===== config.mk =====
export PLATFORM = sky130hd
export DESIGN_NAME = json_token_serializer
export DESIGN_NICKNAME = d
export VERILOG_FILES = /design/src/rtl/jts_pkg.sv /design/src/rtl/json_token_serializer.sv
export SDC_FILE = /design/constraint.sdc
export NUM_CORES = 1
export LEC_CHECK = 0
export ABC_CLOCK_PERIOD_IN_PS = 8850
export BUFFER_PORTS_ARGS = -buffer_cell sky130_fd_sc_hd__clkbuf_2
export CELL_PAD_IN_SITES_DETAIL_PLACEMENT = 1
export CELL_PAD_IN_SITES_GLOBAL_PLACEMENT = 2
export CORE_UTILIZATION = 42
export DETAILED_ROUTE_END_ITERATION = 6
export PLACE_DENSITY_LB_ADDON = 0.05
export SLEW_MARGIN = 10
export SYNTH_ARGS = -nofsm -noshare
export SYNTH_HDL_FRONTEND = slang
export SYNTH_SLANG_ARGS = --single-unit

===== constraint.sdc =====
create_clock -name i_clk -period 8.85 [get_ports i_clk]
set_clock_uncertainty 0.15 [all_clocks]
set_input_delay 0.885 -clock i_clk [delete_from_list [all_inputs] [get_ports i_clk]]
set_output_delay 0.885 -clock i_clk [all_outputs]
set_load 0.03 [all_outputs]

===== src/rtl/jts_pkg.sv =====
// jts_pkg: beat types, command codes and character tables for the json token serializer
`default_nettype none

package jts_pkg;

    localparam logic [3:0] CMD_OBJ_OPEN  = 4'd0;
    localparam logic [3:0] CMD_OBJ_CLOSE = 4'd1;
    localparam logic [3:0] CMD_ARR_OPEN  = 4'd2;
    localparam logic [3:0] CMD_ARR_CLOSE = 4'd3;
    localparam logic [3:0] CMD_KEY_OPEN  = 4'd4;
    localparam logic [3:0] CMD_STR_OPEN  = 4'd5;
    localparam logic [3:0] CMD_STR_BYTE  = 4'd6;
    localparam logic [3:0] CMD_KEY_CLOSE = 4'd7;
    localparam logic [3:0] CMD_STR_CLOSE = 4'd8;
    localparam logic [3:0] CMD_INT       = 4'd9;
    localparam logic [3:0] CMD_UINT      = 4'd10;
    localparam logic [3:0] CMD_BOOL      = 4'd11;
    localparam logic [3:0] CMD_NULL      = 4'd12;
    localparam logic [3:0] CMD_RESET     = 4'd13;

    // decimal conversion: 32 binary bits into 10 bcd digits
    localparam int BIN_W   = 32;
    localparam int DIGITS  = 10;
    localparam int BCD_W   = 4 * DIGITS;

    typedef struct packed {
        logic [3:0]  cmd;
        logic [31:0] operand;
    } t_in_beat;

    typedef struct packed {
        logic [7:0] out_byte;
        logic       last;
    } t_out_beat;

    function automatic logic [7:0] f_hex(input logic [3:0] v);
        if (v < 4'd10) begin
            return 8'h30 + {4'h0, v};
        end
        return 8'h37 + {4'h0, v};
    endfunction

    // number of bytes a string byte turns into
    function automatic logic [2:0] f_esc_len(input logic [7:0] ch);
        case (ch)
            8'h22, 8'h5C, 8'h0A, 8'h0D, 8'h09, 8'h08, 8'h0C: return 3'd2;
            default: begin
                if (ch < 8'h20) begin
                    return 3'd6;
                end
                return 3'd1;
            end
        endcase
    endfunction

    function automatic logic [7:0] f_esc_byte(input logic [7:0] ch, input logic [2:0] idx);
        logic [7:0] sec;
        sec = 8'h00;
        case (ch)
            8'h22: sec = "\"";
            8'h5C: sec = "\\";
            8'h0A: sec = "n";
            8'h0D: sec = "r";
            8'h09: sec = "t";
            8'h08: sec = "b";
            8'h0C: sec = "f";
            default: sec = 8'h00;
        endcase
        if (sec != 8'h00) begin
            return (idx == 3'd0) ? 8'h5C : sec;
        end
        if (ch >= 8'h20) begin
            return ch;
        end
        case (idx)
            3'd0:    return 8'h5C;
            3'd1:    return "u";
            3'd2:    return "0";
            3'd3:    return "0";
            3'd4:    return f_hex(ch[7:4]);
            default: return f_hex(ch[3:0]);
        endcase
    endfunction

    // byte count of the text part of every non-numeric token
    function automatic logic [2:0] f_body_len(input logic [3:0] cmd, input logic [7:0] ch,
                                              input logic bval);
        case (cmd)
            CMD_STR_BYTE:  return f_esc_len(ch);
            CMD_KEY_CLOSE: return 3'd2;
            CMD_BOOL:      return bval ? 3'd4 : 3'd5;
            CMD_NULL:      return 3'd4;
            default:       return 3'd1;
        endcase
    endfunction

    function automatic logic [7:0] f_body_byte(input logic [3:0] cmd, input logic [7:0] ch,
                                               input logic bval, input logic [2:0] idx);
        logic [7:0] b;
        b = 8'h00;
        case (cmd)
            CMD_OBJ_OPEN:  b = "{";
            CMD_OBJ_CLOSE: b = "}";
            CMD_ARR_OPEN:  b = "[";
            CMD_ARR_CLOSE: b = "]";
            CMD_STR_BYTE:  b = f_esc_byte(ch, idx);
            CMD_KEY_CLOSE: b = (idx == 3'd0) ? "\"" : ":";
            CMD_BOOL: begin
                if (bval) begin
                    case (idx)
                        3'd0:    b = "t";
                        3'd1:    b = "r";
                        3'd2:    b = "u";
                        default: b = "e";
                    endcase
                end else begin
                    case (idx)
                        3'd0:    b = "f";
                        3'd1:    b = "a";
                        3'd2:    b = "l";
                        3'd3:    b = "s";
                        default: b = "e";
                    endcase
                end
            end
            CMD_NULL: begin
                case (idx)
                    3'd0:    b = "n";
                    3'd1:    b = "u";
                    default: b = "l";
                endcase
            end
            default: b = "\"";
        endcase
        return b;
    endfunction

endpackage

`default_nettype wire


===== src/rtl/json_token_serializer.sv =====
// json_token_serializer: turns json tokens into escaped json text, one byte per output beat
//
// input channel: one beat per token (cmd, operand), taken only while the block is idle.
// output channel: one beat per text byte, last marks the token's final byte.
// a small sequencer walks each token's bytes into a single output register, so one
// byte of a token leaves per cycle while the sequencer emits and the receiver keeps ready high.
// punctuation, words and string bytes: the accepted beat moves the sequencer to its emit
// state, which writes the bytes into the output register, one per cycle while ready is high;
// the block is ready again once the last byte enters the output register.
// integers run through a single shift-and-add-3 unit, one binary bit per cycle
// for all 32 bits, then drop leading zero digits one per cycle (up to 9), then emit.
// tokens that give no text (reset command, unused codes) leave the block idle and ready.
// a stalled receiver holds the output register; the sequencer waits behind it.
// reset empties the output register, returns to idle and clears the pending comma.
`default_nettype none

module json_token_serializer (
    input  wire                    i_clk,
    input  wire                    i_rst_n,
    input  wire                    i_in_valid,
    output logic                   o_in_ready,
    input  jts_pkg::t_in_beat      i_in_data,
    output logic                   o_out_valid,
    input  wire                    i_out_ready,
    output jts_pkg::t_out_beat     o_out_data
);
    import jts_pkg::*;

    typedef enum logic [3:0] {
        S_IDLE = 4'b0001,
        S_CONV = 4'b0010,
        S_TRIM = 4'b0100,
        S_EMIT = 4'b1000
    } t_state;

    t_state            r_state, n_state;
    logic              r_comma_pending, n_comma_pending;
    logic              r_ovalid, n_ovalid;
    t_out_beat         r_obeat, n_obeat;

    logic [3:0]        r_cmd, n_cmd;
    logic [7:0]        r_ch, n_ch;
    logic              r_bval, n_bval;
    logic              r_comma, n_comma;
    logic              r_neg, n_neg;
    logic              r_dec, n_dec;
    logic [2:0]        r_idx, n_idx;
    logic [BIN_W-1:0]  r_bin, n_bin;
    logic [BCD_W-1:0]  r_bcd, n_bcd;
    logic [4:0]        r_cnt, n_cnt;
    logic [3:0]        r_ndig, n_ndig;

    logic              w_accept;
    logic              w_room;
    logic [BCD_W-1:0]  w_adj;
    logic [2:0]        w_len;
    logic              w_body_last;

    assign o_in_ready  = (r_state == S_IDLE);
    assign w_accept    = i_in_valid && o_in_ready;
    assign w_room      = !r_ovalid || i_out_ready;
    assign o_out_valid = r_ovalid;
    assign o_out_data  = r_obeat;

    assign w_len       = f_body_len(r_cmd, r_ch, r_bval);
    assign w_body_last = (r_idx == w_len - 3'd1);

    // add-3 correction on every digit before the shift
    always_comb begin
        for (int d = 0; d < DIGITS; d++) begin
            w_adj[4*d +: 4] = (r_bcd[4*d +: 4] >= 4'd5) ? r_bcd[4*d +: 4] + 4'd3
                                                          : r_bcd[4*d +: 4];
        end
    end

    always_comb begin
        n_state         = r_state;
        n_comma_pending = r_comma_pending;
        n_ovalid        = r_ovalid && !i_out_ready;
        n_obeat         = r_obeat;
        n_cmd           = r_cmd;
        n_ch            = r_ch;
        n_bval          = r_bval;
        n_comma         = r_comma;
        n_neg           = r_neg;
        n_dec           = r_dec;
        n_idx           = r_idx;
        n_bin           = r_bin;
        n_bcd           = r_bcd;
        n_cnt           = r_cnt;
        n_ndig          = r_ndig;

        unique case (r_state)
            S_IDLE: begin
                if (w_accept) begin
                    n_cmd   = i_in_data.cmd;
                    n_ch    = i_in_data.operand[7:0];
                    n_bval  = i_in_data.operand[0];
                    n_idx   = 3'd0;
                    n_neg   = 1'b0;
                    n_dec   = 1'b0;
                    n_comma = 1'b0;
                    n_bcd   = '0;
                    n_cnt   = 5'(BIN_W - 1);
                    n_ndig  = 4'(DIGITS);
                    n_bin   = i_in_data.operand;
                    unique case (i_in_data.cmd) inside
                        CMD_OBJ_OPEN, CMD_ARR_OPEN, CMD_KEY_OPEN, CMD_STR_OPEN: begin
                            n_comma         = r_comma_pending;
                            n_comma_pending = 1'b0;
                            n_state         = S_EMIT;
                        end
                        CMD_KEY_CLOSE: begin
                            n_comma_pending = 1'b0;
                            n_state         = S_EMIT;
                        end
                        CMD_OBJ_CLOSE, CMD_ARR_CLOSE, CMD_STR_CLOSE: begin
                            n_comma_pending = 1'b1;
                            n_state         = S_EMIT;
                        end
                        CMD_STR_BYTE: begin
                            n_state = S_EMIT;
                        end
                        CMD_BOOL, CMD_NULL: begin
                            n_comma         = r_comma_pending;
                            n_comma_pending = 1'b1;
                            n_state         = S_EMIT;
                        end
                        CMD_INT, CMD_UINT: begin
                            n_comma         = r_comma_pending;
                            n_comma_pending = 1'b1;
                            n_dec           = 1'b1;
                            if (i_in_data.cmd == CMD_INT && i_in_data.operand[31]) begin
                                n_neg = 1'b1;
                                n_bin = ~i_in_data.operand + 32'd1;
                            end
                            n_state = S_CONV;
                        end
                        CMD_RESET: begin
                            n_comma_pending = 1'b0;
                        end
                        default: begin
                        end
                    endcase
                end
            end
            S_CONV: begin
                n_bcd = {w_adj[BCD_W-2:0], r_bin[BIN_W-1]};
                n_bin = {r_bin[BIN_W-2:0], 1'b0};
                n_cnt = r_cnt - 5'd1;
                if (r_cnt == 5'd0) begin
                    n_state = S_TRIM;
                end
            end
            S_TRIM: begin
                // drop leading zero digits, keep at least one
                if (r_bcd[BCD_W-1 -: 4] == 4'd0 && r_ndig > 4'd1) begin
                    n_bcd  = {r_bcd[BCD_W-5:0], 4'd0};
                    n_ndig = r_ndig - 4'd1;
                end else begin
                    n_state = S_EMIT;
                end
            end
            S_EMIT: begin
                if (w_room) begin
                    n_ovalid = 1'b1;
                    if (r_comma) begin
                        n_obeat = '{out_byte: ",", last: 1'b0};
                        n_comma = 1'b0;
                    end else if (r_neg) begin
                        n_obeat = '{out_byte: "-", last: 1'b0};
                        n_neg   = 1'b0;
                    end else if (r_dec) begin
                        n_obeat = '{out_byte: 8'h30 + {4'h0, r_bcd[BCD_W-1 -: 4]},
                                    last: (r_ndig == 4'd1)};
                        n_bcd   = {r_bcd[BCD_W-5:0], 4'd0};
                        n_ndig  = r_ndig - 4'd1;
                        if (r_ndig == 4'd1) begin
                            n_state = S_IDLE;
                        end
                    end else begin
                        n_obeat = '{out_byte: f_body_byte(r_cmd, r_ch, r_bval, r_idx),
                                    last: w_body_last};
                        n_idx   = r_idx + 3'd1;
                        if (w_body_last) begin
                            n_state = S_IDLE;
                        end
                    end
                end
            end
            default: begin
                n_state = S_IDLE;
            end
        endcase
    end

    always_ff @(posedge i_clk) begin
        if (!i_rst_n) begin
            r_state         <= S_IDLE;
            r_comma_pending <= 1'b0;
            r_ovalid        <= 1'b0;
        end else begin
            r_state         <= n_state;
            r_comma_pending <= n_comma_pending;
            r_ovalid        <= n_ovalid;
        end
    end

    always_ff @(posedge i_clk) begin
        r_obeat <= n_obeat;
        r_cmd   <= n_cmd;
        r_ch    <= n_ch;
        r_bval  <= n_bval;
        r_comma <= n_comma;
        r_neg   <= n_neg;
        r_dec   <= n_dec;
        r_idx   <= n_idx;
        r_bin   <= n_bin;
        r_bcd   <= n_bcd;
        r_cnt   <= n_cnt;
        r_ndig  <= n_ndig;
    end

`ifndef NO_ASSERTIONS
    a_last_to_idle: assert property (@(posedge i_clk) disable iff (!i_rst_n)
        (r_state == S_EMIT && w_room && !r_comma && !r_neg && n_obeat.last)
        |=> (r_state == S_IDLE))
        else $error("last beat did not end the token");

    a_conv_done: assert property (@(posedge i_clk) disable iff (!i_rst_n)
        (r_state == S_CONV && r_cnt == 5'd0) |=> (r_state == S_TRIM))
        else $error("conversion did not finish after 32 steps");

    a_digits_left: assert property (@(posedge i_clk) disable iff (!i_rst_n)
        (r_state == S_EMIT && r_dec) |-> (r_ndig != 4'd0))
        else $error("decimal emit ran out of digits");

    a_reset_cmd: assert property (@(posedge i_clk) disable iff (!i_rst_n)
        (w_accept && i_in_data.cmd == CMD_RESET) |=> (!r_comma_pending && o_in_ready))
        else $error("reset command left comma pending or busy");

    a_stall_hold: assert property (@(posedge i_clk) disable iff (!i_rst_n)
        (r_ovalid && !i_out_ready) |=> (r_ovalid && $stable(r_obeat)))
        else $error("output register changed while stalled");
`endif

endmodule

`default_nettype wire

Word-level counts from Yosys, hierarchy flattened
Cells that the tools add are included.
{"block": "op_classes", "n_lt_le_gt_ge": 15, "n_eq_ne": 49, "n_bitwise": 1, "reduce_logical": 37, "addsub": 20, "mux": 129}
{"operator": "$mux W40", "n": 6}
{"operator": "$pmux W40 S4", "n": 1}
{"operator": "$mux W8", "n": 16}
{"operator": "$mux W32", "n": 3}
{"operator": "$mux W4", "n": 24}
{"operator": "$pmux W32 S2", "n": 1}
{"operator": "$pmux W8 S8", "n": 1}
{"operator": "$mux W1", "n": 50}
{"operator": "$pmux W7 S7", "n": 1}
{"operator": "$eq A8 B4 Y1 const B", "n": 5}
{"operator": "$ge A4 B3 Y1 const B", "n": 10}
{"operator": "$add A4 B2 Y4 const B", "n": 9}
{"operator": "$eq A4 B4 Y1 const B", "n": 9}
{"operator": "$add A6 B4 Y7 const A", "n": 5}
{"operator": "$add A32 B1 Y32 const B", "n": 1}
{"operator": "$not A32 Y32", "n": 1}
{"operator": "$pmux W8 S4", "n": 1}
{"operator": "$eq A4 B3 Y1 const B", "n": 7}
{"operator": "$mux W3", "n": 9}
{"operator": "$eq A4 B2 Y1 const B", "n": 5}
{"operator": "$pmux W5 S2", "n": 2}
{"operator": "$pmux W5 S4", "n": 1}
{"operator": "$eq A4 B1 Y1 const B", "n": 4}
{"operator": "$ne A2 B2 Y1 const B", "n": 8}
{"operator": "50 further kinds", "n": 71}
{"block": "totals", "reg_bits": 115, "in_bits": 40, "elab_cells": 268, "output_inout_bits": 11}

Longest topological paths before layout
Gate-level depths: netlist (run 1).
{"block": "depth", "ltp_word": 38, "ltp_mapped": 13, "ltp_nobuf": 12}

Worst setup path after synthesis (run 1)
No wires, ideal clock.
{"block": "synth_timing", "path_type": "reg-to-reg", "from": "register r_state[3]", "to": "register r_bcd[0], enable pin", "setup_ps": 498, "path_buffers": 0, "stages_incl_launch_ff": 6, "t_arrival_ps": 4683, "path_slack_ps": 3519, "cell_sequence": "dfxtp_1 -> or4b_2 -> inv_1 -> nor2_1 -> and2_1 -> a211oi_1"}
{"block": "synth_between", "elab_chain_len": 4}
{"element": "from (decl)", "line_no": "json_token_serializer.sv:36", "source": "t_state r_state, n_state;"}
{"element": "from (signal assigned)", "line_no": "json_token_serializer.sv:203", "source": "r_state <= n_state;"}
{"element": "$eq A4 B1 Y1 (*)", "line_no": "json_token_serializer.sv:59", "source": "assign o_in_ready = (r_state == S_IDLE);"}
{"element": "net o_in_ready", "line_no": "json_token_serializer.sv:21", "source": "output logic o_in_ready,"}
{"element": "$logic_and A1 B1 Y1", "line_no": "json_token_serializer.sv:60", "source": "assign w_accept = i_in_valid && o_in_ready;"}
{"element": "$ne A2 B1 Y1 (no line)"}
{"element": "$reduce_and A7 Y1 (no line) (*)"}
{"element": "to (signal assigned)", "line_no": "json_token_serializer.sv:219", "source": "r_bcd <= n_bcd;"}
{"element": "to (decl)", "line_no": "json_token_serializer.sv:49", "source": "logic [BCD_W-1:0] r_bcd, n_bcd;"}
Mark *: on every way through the listed nets, which the timed path passes. The rest lies on a longest branch.
A chain may end at the register's enable or synchronous reset.

Final worst setup path (run 1)
{"block": "layout_timing", "from": "register r_ch[0]", "to": "register r_state[3]"}
{"block": "layout_between", "elab_chain_len": 11}
{"element": "from (decl)", "line_no": "json_token_serializer.sv:42", "source": "logic [7:0] r_ch, n_ch;"}
{"element": "from (signal assigned)", "line_no": "json_token_serializer.sv:212", "source": "r_ch <= n_ch;"}
{"element": "$lt A8 B6 Y1", "line_no": "jts_pkg.sv:48", "source": "if (ch < 8'h20) begin"}
{"element": "$mux W1", "line_no": "jts_pkg.sv:48"}
{"element": "$mux W1", "line_no": "jts_pkg.sv:45", "source": "case (ch)"}
{"element": "$mux W1", "line_no": "jts_pkg.sv:88", "source": "case (cmd)"}
{"element": "$mux W3", "line_no": "jts_pkg.sv:51", "source": "return 3'd1;"}
{"element": "$mux W3 (*)", "line_no": "jts_pkg.sv:45"}
{"element": "$pmux W3 S4 (*)", "line_no": "jts_pkg.sv:88"}
{"element": "$sub A3 B1 Y3 (*)", "line_no": "json_token_serializer.sv:66", "source": "assign w_body_last = (r_idx == w_len - 3'd1);"}
{"element": "$eq A3 B3 Y1 (*)", "line_no": "json_token_serializer.sv:66"}
{"element": "$ne A3 B3 Y1 (no line) (*)"}
{"element": "$reduce_and A9 Y1 (no line) (*)"}
Every way passes the cells marked *; elsewhere a longest branch is shown, timed or not. The select of a mux whose other input is x is not followed.

==> flow_summary_export.csv, run 1 <==
group,metric,value,unit
floorplanning,design.core.area,17360,sq um
timing,worstMarginPinSlew,0.8533,ns
placed_design,io_buffers,50,
placed_design,place_congestion,0.8786,
routing,drc,0,
timing,period_needed,3.661,ns
clock_network,h-tree-depth,4,
global_routing,grt_max_degree,67,
timing,setup_violations,0,
synth,ys_ff_latch,114,
power,total_leakage_power,0.003035,uW
global_routing,antenna_found_initial,0,
timing,finalHoldViolCount,0,
synth,yosysTopAreaCellShare,43.17,%
hold_path,hp-class,"flop to flop",
clock_network,clock_latency,0.42,ns
placed_design,post-place-ws,5.207,ns
synth,synth_area,7512,sq um
final_layout,fill_cells,2026,
final_layout,layout-area-overhead-vs-synth,13.64,%
clock_network,clockBufferDepth,2,
floorplanning,start_util,43.28,%
timing,rsz0062_at_grt,"no",
routing,ant_nets,0,
clock_network,clockRootBuffer,"clkbuf_16",
timing,finalMaxSlewViolations,0,
worst_setup_path,critPathCaptureType,"flop",
synth,synthCells,798,
clock_network,holdBufCountCts,0,
synth,synth_seq_area_share,44.77,%
synth,avgSynthCellArea,9.414,sq um
timing,period_share,41.37,%
global_routing,grtUsageMet2,36.59,%
timing,fmax,273.2,MHz
worst_setup_path,criticalPathCategory,"flop to flop",
global_routing,track_usage,22.27,%
global_routing,grt_first_pass_wirelength,32.13,mm
routing,vias,6087,
routing,dr.pass1.iters,4,
floorplanning,dieHeight,135.7,um
floorplanning,rows,48,
synth,ys_async_sr_fraction,0,%
synth,synth_edf_count,108,
worst_setup_path,start_kind,"flop",
global_routing,grt.overflow.total,0,
synth,synth.distinct_cells,65,
final_layout,nets,917,
synth,ys.flop_type,"edfxtp_1",
synth,synthMostInstantiatedCell,"edfxtp_1",
timing,max_slew_margin,42.39,%
floorplanning,fp.dieW,135.7,um
global_routing,met1_usage,28.81,%
final_layout,diodes,0,
global_routing,grt_util_met3,4.302,%
synth,yosys_warnings,0,
status,status,"completed",
synth,synth_nets,877,
power,max-vdd-ir-drop,0.1761,mV
worst_setup_path,cp_max_fo,10,
timing,setup_slack,5.189,ns
clock_network,cts_sinks,114,
placed_design,dpl.hpwl,13.63,mm
clock_network,cts-resized-gates,0,
routing,vias_per_cell,5.657,
final_layout,seq_area,3363,sq um
power,powerDensity,313.0,nW/um^2
synth,ys_top_cells_by_count,"108 x edfxtp_1, 91 x nand2_1, 90 x o21ai_0",
clock_network,cts_buffers,17,
worst_setup_path,crit_required,9.00,ns
final_layout,multi_input_area,3865,sq um
clock_network,path_clk_slew,0.06,ns
synth,yosys-top-cells-area,"edfxtp_1 43%, ha_1 6.5%, o21ai_0 6.0%",
worst_setup_path,cp.arrival,3.81,ns
global_routing,top_usage_layer,"met2",
routing,wl,19.21,mm
global_routing,grt_pass1_vias,6386,
routing,first_iter_violations,270,
flow_run,maxCapViolCount,0,
floorplanning,io_pins,51,
final_layout,layout-drive-gt1-share,12.34,%
routing,wl_per_cell,17.86,um
clock_network,post_cts_buffers,0,
clock_network,cts_tree,"done",
synth,synth_largest_area_cell,"edfxtp_1",
timing,setup_tns,0,ns
floorplanning,dieArea,18430,sq um
[registers in the layout, indices dropped and copies added (netlist names), 3 cells and up]
register	count
o_out_data	9
r_bcd	40
r_bin	32
r_ch	8
r_cmd	4
r_cnt	5
r_idx	3
r_ndig	4
r_state	4
[per-stage QoR]
stage	power (uW)	cells	util, %	cell area [sq um]	hold slack, ns
6_report	2672	1076	49.19	8537	0.3737
3_5_place_dp	2003	1044	45.92	7970	0.3668
5_1_grt	2846	1076	49.19	8537	0.3921
2_1_floorplan	1713	798	-	7512	0.3294
4_1_cts	2693	1076	49.19	8537	0.3803
3_3_place_gp	1952	1044	45.92	7970	0.3532
[worst max-delay path, cell delays in order, from the launching register on]
cell      delay (ns)
edfxtp_1        0.52
inv_1           0.19
ha_1            0.16
or4b_4          0.49
o22a_4          0.26
o21ai_2         0.19
o311ai_0        0.24
ha_1            0.25
xnor2_1         0.16
a311o_1         0.37
a311oi_2        0.30
a211oi_2        0.11
mux2i_1         0.15
[kinds of logic (layout without fill, tap and decap cells)]
kind of cell	after synthesis	after routing	synth area share, %
compound gates	235	235	18.84
xor+xnor	54	54	6.296
fa+ha+maj	39	39	6.496
buf+inv	78	131	4.031
flops	114	114	44.77
mux	6	6	0.8161
simple gates	272	272	18.75
[cell type report]
cell class | count | area share, %
clock buffer | 17 | 4.983
inverter | 42 | 1.847
timing repair buffer | 57 | 3.547
multi-input combinational | 606 | 45.27
clock inverter | 15 | 1.656
tap | 225 | 3.298
sequential | 114 | 39.40
[worst paths after layout]
| kind | endpoint | from | depth (start not counted) | slack, ns |
|---|---|---|---|---|
| setup reg to reg | r_state[3] | r_ch[0] | 12 | 5.19 |
| setup / recovery | r_state[3] | r_ch[0] | 12 | 5.19 |
| hold reg to reg | r_bin[21] | r_bin[20] | 2 | 0.37 |
| hold / removal | r_bin[21] | r_bin[20] | 2 | 0.37 |
[routing by layer]
metal / share of wire, % / vias up / wire, um
met4: 1.8 / 0 / 345
met1: 47 / 2979 / 9030
li1: - / 2995 / -
met3: 3.2 / 25 / 607
met2: 48 / 88 / 9229
met5: 0 / - / 0
[placed cells by master (no fill, tap or decap), types with 19 or more instances in the layout]
master,netlist,routed
nand2b_1,19,19
edfxtp_1,108,108
a21oi_1,68,68
o21ai_0,90,90
ha_1,39,39
nand2_1,91,91
nor2_1,61,61
xnor2_1,39,39
inv_1,42,42
clkbuf_2,0,50
[where the power goes]
group	total, uW	leakage (uW)	internal (uW)	switching, uW
Sequential	1050	0.00108	849	196
Clock	668	0.000266	410	258
Combinational	959	0.00169	359	600
Note: power is estimated with default switching activity, not from simulation.
==> inputs of run 2 (changes only) <==
- ABC_AREA: unset -> 1
- ABC_CLOCK_PERIOD_IN_PS: 8850 -> 3700
- CORE_UTILIZATION: 42 -> 37
- clock period: 8.85 -> 3.7 ns (I/O delays scaled with it)
==> run 2 against run 1 <==
Compared with the run above: via count is 6.2% higher; core utilization down 5.9 points; register-to-register slack worse by 4.7 ns; sequential power up 130%; die area rose by 15%; worst setup slack got worse by 4.7 ns; cell count is 17% higher; flip-flop and latch count unchanged; critical endpoint is now r_state[2].
==> flow_summary_export.csv, run 2 <==
group,metric,value,unit
global_routing,track_usage,20.09,%
global_routing,grt_pass1_vias,6944,
power,powerDensity,733.7,nW/um^2
routing,first_iter_violations,311,
synth,synth_edf_count,108,
synth,synth.distinct_cells,51,
final_layout,nets,1056,
clock_network,cts_buffers,17,
floorplanning,rows,52,
routing,vias_per_cell,5.134,
clock_network,clockBufferDepth,2,
placed_design,place_congestion,0.8439,
clock_network,path_clk_slew,0.06,ns
worst_setup_path,criticalPathCategory,"flop to flop",
synth,yosys-top-cells-area,"edfxtp_1 43%, nand2_1 8.8%, ha_1 6.4%",
hold_path,min_from,"i_rst_n",
final_layout,mostFrequentLayoutCell,"nand2_1",
floorplanning,fp.dieW,145.4,um
routing,drt-met1-wl,9.344,mm
hold_path,hp-class,"primary input to flop",
final_layout,utilization,43.31,%
final_layout,diodes,0,
final_layout,regMostFlops,"r_bcd",
routing,ant_nets,0,
worst_setup_path,reg2reg_depth,20,
synth,synth_nets,1000,
final_layout,fill_cells,2430,
clock_network,cts-resized-gates,0,
final_layout,layout-area-overhead-vs-synth,14.89,%
timing,worstMarginPinSlew,0.8444,ns
final_layout,final_cell_mix,"179 x nand2_1, 121 x inv_1, 119 x nor2_1, 108 x edfxtp_1, 69 x o21ai_0",
worst_setup_path,rrSetupSlack,0.51,ns
synth,ys_top_cells_by_count,"179 x nand2_1, 121 x inv_1, 120 x nor2_1",
routing,drc,0,
floorplanning,dieHeight,145.4,um
routing,met2_length,10.26,mm
clock_network,cts_sinks,114,
power,max-vdd-ir-drop,0.3372,mV
global_routing,grt.overflow.total,0,
synth,synthMostInstantiatedCell,"nand2_1",
timing,setup_violations,0,
status,status,"completed",
clock_network,clockRootBuffer,"clkbuf_16",
worst_setup_path,cp.arrival,3.36,ns
worst_setup_path,slowest_stage,"edfxtp_1",
synth,yosysTopAreaCellShare,42.65,%
flow_run,maxCapViolCount,0,
timing,fmax,313.2,MHz
timing,setup_tns,0,ns
timing,max_slew_margin,43.70,%
hold_path,hold_path_end,"r_state[0]",
worst_setup_path,crit_top_cell,"nand2_2",
global_routing,grt_max_degree,84,
final_layout,multi_input_area,3664,sq um
routing,dr.pass1.iters,5,
worst_setup_path,reg2reg_from,"r_ch[0]",
floorplanning,dieArea,21130,sq um
hold_path,whs_path_depth,2,
floorplanning,io_pins,51,
synth,yosys_warnings,0,
synth,synth_area,7604,sq um
worst_setup_path,crit_chain,"inv_1 -> ha_1 -> nand2_2 -> nor2_2 -> nand2_1 -> nand2_2 -> nor2_4 -> inv_2 -> nor2_4 -> inv_2 -> o31ai_1 -> ha_1 -> xor2_1 -> nand2_1 -> a21oi_2 -> nand2_2 -> nand2_4 -> nand2_4 -> nor2_1 -> nor2_1",
worst_setup_path,start_kind,"flop",
clock_network,post_cts_buffers,0,
routing,wl,20.33,mm
final_layout,seq_area,3363,sq um
synth,synth_largest_area_cell,"edfxtp_1",
worst_setup_path,cp_max_fo,8,
global_routing,antenna_found_initial,0,
placed_design,dpl.hpwl,15.24,mm
global_routing,grt_first_pass_wirelength,34.02,mm
synth,synth_seq_area_share,44.23,%
timing,finalHoldViolCount,0,
routing,vias,6464,
worst_setup_path,crit_required,3.86,ns
clock_network,cts_tree,"done",
timing,period_share,86.28,%
floorplanning,start_util,37.70,%
worst_setup_path,reg2reg_to,"r_state[2]",
routing,highest_layer,"met4",
synth,ys.flop_type,"edfxtp_1",
worst_setup_path,critPathMaxStageDelay,0.48,ns
synth,synthCells,921,
clock_network,h-tree-depth,4,
clock_network,clock_latency,0.42,ns
synth,ys_ff_latch,114,
synth,avgSynthCellArea,8.256,sq um
timing,period_needed,3.192,ns
synth,ys_async_sr_fraction,0,%
routing,route.met3.wl,493,um
placed_design,io_buffers,50,
worst_setup_path,critPathCaptureType,"flop",
final_layout,largest_reg_flops,40,
timing,finalMaxSlewViolations,0,
final_layout,layout-drive-gt1-share,13.95,%
clock_network,holdBufCountCts,0,
timing,rsz0062_at_grt,"no",
routing,wl_per_cell,16.15,um
floorplanning,design.core.area,20170,sq um
power,total_leakage_power,0.003660,uW
-- run 2: changes by cell type in the layout (fill, tap and decap cells not counted), moves of 29 or more --
cell     delta
nand3_1    +41
nand2_1    +88
nor2_1     +58
xnor2_1    -29
inv_1      +79
a21oi_1    -34
-- run 2: how the worst max path moves through the flow --
stage	startpoint	to	slack, ns
after global routing	r_ch[0]	r_state[3]	0.16
after floorplan	r_ndig[0]	r_bcd[0]	0.37
final	r_ch[0]	r_state[2]	0.51
after CTS	r_ch[0]	r_state[3]	0.47
after global placement	r_ch[0]	r_state[2]	0.56
after detailed placement	r_ch[0]	r_state[3]	0.48
-- run 2: cell families after synthesis --
group           count (synthesis)  share of synthesized area [%]
buf+inv                       154                          7.833
flops                         114                          44.23
simple gates                  408                          24.44
compound gates                178                          13.86
fa+ha+maj                      39                          6.418
xor+xnor                       28                          3.225
-- run 2: layout make-up --
cell class / instances / share of cell area [%]
repair buffers: 55 / 3.294
well taps: 270 / 3.867
inverters: 136 / 5.844
multi-input cells: 653 / 41.94
flip-flops and latches: 114 / 38.50
clock inverters: 13 / 1.647
clock buffers: 18 / 4.913
-- run 2: report_power, final --
group	switching (uW)	leakage, uW	total, uW	internal [uW]
clock	581	0.000275	1620	1040
combinational	1690	0.00232	2400	712
sequential	331	0.00107	2390	2060
total	2600	0.00366	6410	3810
-- run 2: worst max-delay path, delay by kind of cell (launching register included) --
family / cells / cell delay (ns)
simple gates: 12 / 1.08
buf+inv: 3 / 0.34
flops: 1 / 0.48
compound gates: 2 / 0.38
fa+ha+maj: 2 / 0.46
xor+xnor: 1 / 0.19
-- run 2: routing by layer --
metal,global-route usage [%],vias up
met4,5.947,0
met1,24.97,3127
met2,35.31,83
met5,0,-
met3,3.824,21
li1,-,3233
-- run 2: metrics by stage --
| stage | setup slack, ns | cells | hold slack, ns | power, uW | area [sq um] |
|---|---|---|---|---|---|
| 6_report | 0.5076 | 1259 | 0.06276 | 6410 | 8736 |
| 5_1_grt | 0.1629 | 1259 | 0.04727 | 6889 | 8736 |
| 4_1_cts | 0.4678 | 1259 | 0.03962 | 6482 | 8736 |
| 3_5_place_dp | 0.4828 | 1228 | 0.3595 | 4830 | 8163 |
| 3_3_place_gp | 0.5590 | 1228 | 0.3525 | 4696 | 8163 |
| 2_1_floorplan | 0.3713 | 921 | 0.3041 | 4050 | 7609 |
==> inputs of run 3 (changes only) <==
- CORE_ASPECT_RATIO: unset -> 1.2
==> run 3 against run 2 <==
Compared with the run above: power rose by 0.36%; core utilization barely moved; clock power barely moved; flip-flop and latch count did not move; fmax fell by 1.9%; routed wire length rose by 2.2%; design area rose by 0.13%; sequential share of layout area barely moved; first-iteration DRC count fell by 37%; sequential power barely moved; critical path type unchanged; critical endpoint is now r_state[3].
==> flow_summary_export.csv, run 3 (synthesized netlist as in run 2, its figures left out) <==
group,metric,value,unit
status,status,"completed",
worst_setup_path,cpLargestDelayFamily,"simple AND/OR/NAND/NOR gates",
clock_network,clockBufferDepth,2,
worst_setup_path,reg2reg_depth,22,
clock_network,clockRootBuffer,"clkbuf_16",
clock_network,clock_latency,0.42,ns
worst_setup_path,criticalPathCategory,"flop to flop",
power,clockPowerShare,25.5,%
worst_setup_path,crit_required,3.86,ns
clock_network,cts_buffers,17,
final_layout,final_cell_mix,"179 x nand2_1, 121 x inv_1, 119 x nor2_1, 108 x edfxtp_1, 69 x o21ai_0",
routing,ant_nets,0,
worst_setup_path,critPathMaxStageDelay,0.47,ns
placed_design,io_buffers,50,
power,internal_power,3816,uW
timing,period_share,87.96,%
final_layout,nets,1057,
worst_setup_path,cp_max_fo,8,
floorplanning,dieArea,21130,sq um
final_layout,largest_reg_flops,40,
routing,wl,20.77,mm
global_routing,grt_first_pass_wirelength,34.47,mm
final_layout,regMostFlops,"r_bcd",
floorplanning,design.core.area,20180,sq um
timing,setup_violations,0,
placed_design,place_congestion,0.8223,
routing,first_iter_violations,196,
routing,wl_per_cell,16.50,um
global_routing,grt_pass1_vias,7028,
timing,finalMaxSlewViolations,0,
timing,fmax,307.2,MHz
power,total_leakage_power,0.003664,uW
floorplanning,dieHeight,159.0,um
final_layout,layout-area-overhead-vs-synth,15.04,%
power,p_sw_share,40.69,%
worst_setup_path,crit_chain,"inv_1 -> ha_1 -> nand2_2 -> nor2_2 -> nand2_1 -> nand2_2 -> nor2_4 -> inv_2 -> nor2_4 -> inv_2 -> o31ai_1 -> ha_1 -> xor2_1 -> inv_1 -> nand3_1 -> a21oi_2 -> nand2_2 -> nand2_4 -> nand2_4 -> nand2_1 -> nand2_1 -> nor2_1",
timing,period_needed,3.255,ns
clock_network,cts_sinks,114,
placed_design,post-place-cells,1224,
power,power.switching,2617,uW
power,p_comb_share,37.4,%
global_routing,grt_max_degree,84,
timing,rsz0062_at_grt,"no",
worst_setup_path,reg2reg_from,"r_ch[0]",
worst_setup_path,cp.arrival,3.42,ns
worst_setup_path,crit_path_end,"r_state[3]",
power,powerDensity,735.4,nW/um^2
routing,drc,0,
global_routing,antenna_found_initial,3,
global_routing,grt.overflow.total,0,
worst_setup_path,path_buf_inv,4,
clock_network,holdBufCountCts,0,
clock_network,cts_tree,"done",
timing,worstMarginPinSlew,0.8493,ns
worst_setup_path,start_kind,"flop",
worst_setup_path,crit_cells,22,
worst_setup_path,critPathCaptureType,"flop",
global_routing,track_usage,20.60,%
final_layout,fill_cells,2455,
routing,vias,6581,
timing,setup_tns,0,ns
routing,dr.pass1.iters,4,
worst_setup_path,rrSetupSlack,0.45,ns
floorplanning,start_util,37.67,%
clock_network,h-tree-depth,4,
final_layout,mostFrequentLayoutCell,"nand2_1",
worst_setup_path,reg2reg_to,"r_state[3]",
floorplanning,fp.dieW,132.9,um
clock_network,path_clk_slew,0.05,ns
timing,finalHoldViolCount,0,
worst_setup_path,slowest_stage,"edfxtp_1",
routing,vias_per_cell,5.227,
placed_design,dpl.hpwl,15.59,mm
floorplanning,io_pins,51,
final_layout,layout-drive-gt1-share,13.93,%
flow_run,maxCapViolCount,0,
final_layout,final_cells,1259,
final_layout,utilization,43.34,%
clock_network,post_cts_buffers,0,
clock_network,cts-resized-gates,0,
timing,max_slew_margin,43.38,%
power,p_seq_share,37.1,%
floorplanning,rows,57,
worst_setup_path,timing.critical_path.from,"r_ch[0]",
timing,whs,0.03838,ns
power,max-vdd-ir-drop,0.4284,mV
hold_path,hp-class,"primary input to flop",
[run 3: changes by cell type in the layout (fill, tap and decap cells not counted)]
cell	change
clkbuf_1	+1
buf_4	+1
clkinv_2	-1
clkinv_1	+1
diode_2	+3
[run 3: layer usage]
metal	part of all wire [%]	track usage, %	wire length [um]	vias up
li1	-	-	-	3242
met1	43	23.25	8851	3224
met2	52	37.46	10850	79
met3	2.3	4.011	469	36
met4	2.9	8.621	604	0
met5	0	0	0	-
[run 3: through the flow]
stage,total power [uW],setup WS [ns],cell area [sq um]
after detailed placement,4838,0.4791,8164
after global routing,6935,0.1795,8747
final,6433,0.4453,8747
after floorplan,4050,0.3713,7609
after CTS,6519,0.4583,8740
after global placement,4721,0.6088,8164
[run 3: how the worst min path moves through the flow]
stage	cells after the start	start	end
after global routing	2	i_rst_n	r_state[0]
after global placement	2	r_bin[29]	r_bin[30]
final	2	i_rst_n	r_state[0]
after floorplan	1	i_rst_n	r_state[0]
after CTS	2	i_rst_n	r_state[0]
after detailed placement	2	r_bin[16]	r_bin[17]
[run 3: final cells by class]
type,count,area [sq um],share of cell area (%)
Multi-Input combinational cell,653,3664,41.88
Inverter,136,510.5,5.836
Clock inverter,13,142.6,1.631
Tap cell,265,331.6,3.791
Clock buffer,19,432.9,4.949
Timing Repair Buffer,56,295.3,3.376
Antenna cell,3,7.507,0.08582
Sequential cell,114,3363,38.45
[run 3: power by group through the flow]
stage | Sequential (uW) | Combinational, uW | Clock [uW]
CTS | 2390 | 2450 | 1680
global placement | 2390 | 2330 | 0
floorplan | 2340 | 1710 | 0
global route | 2450 | 2760 | 1730
finish | 2390 | 2400 | 1640
detailed placement | 2410 | 2430 | 0
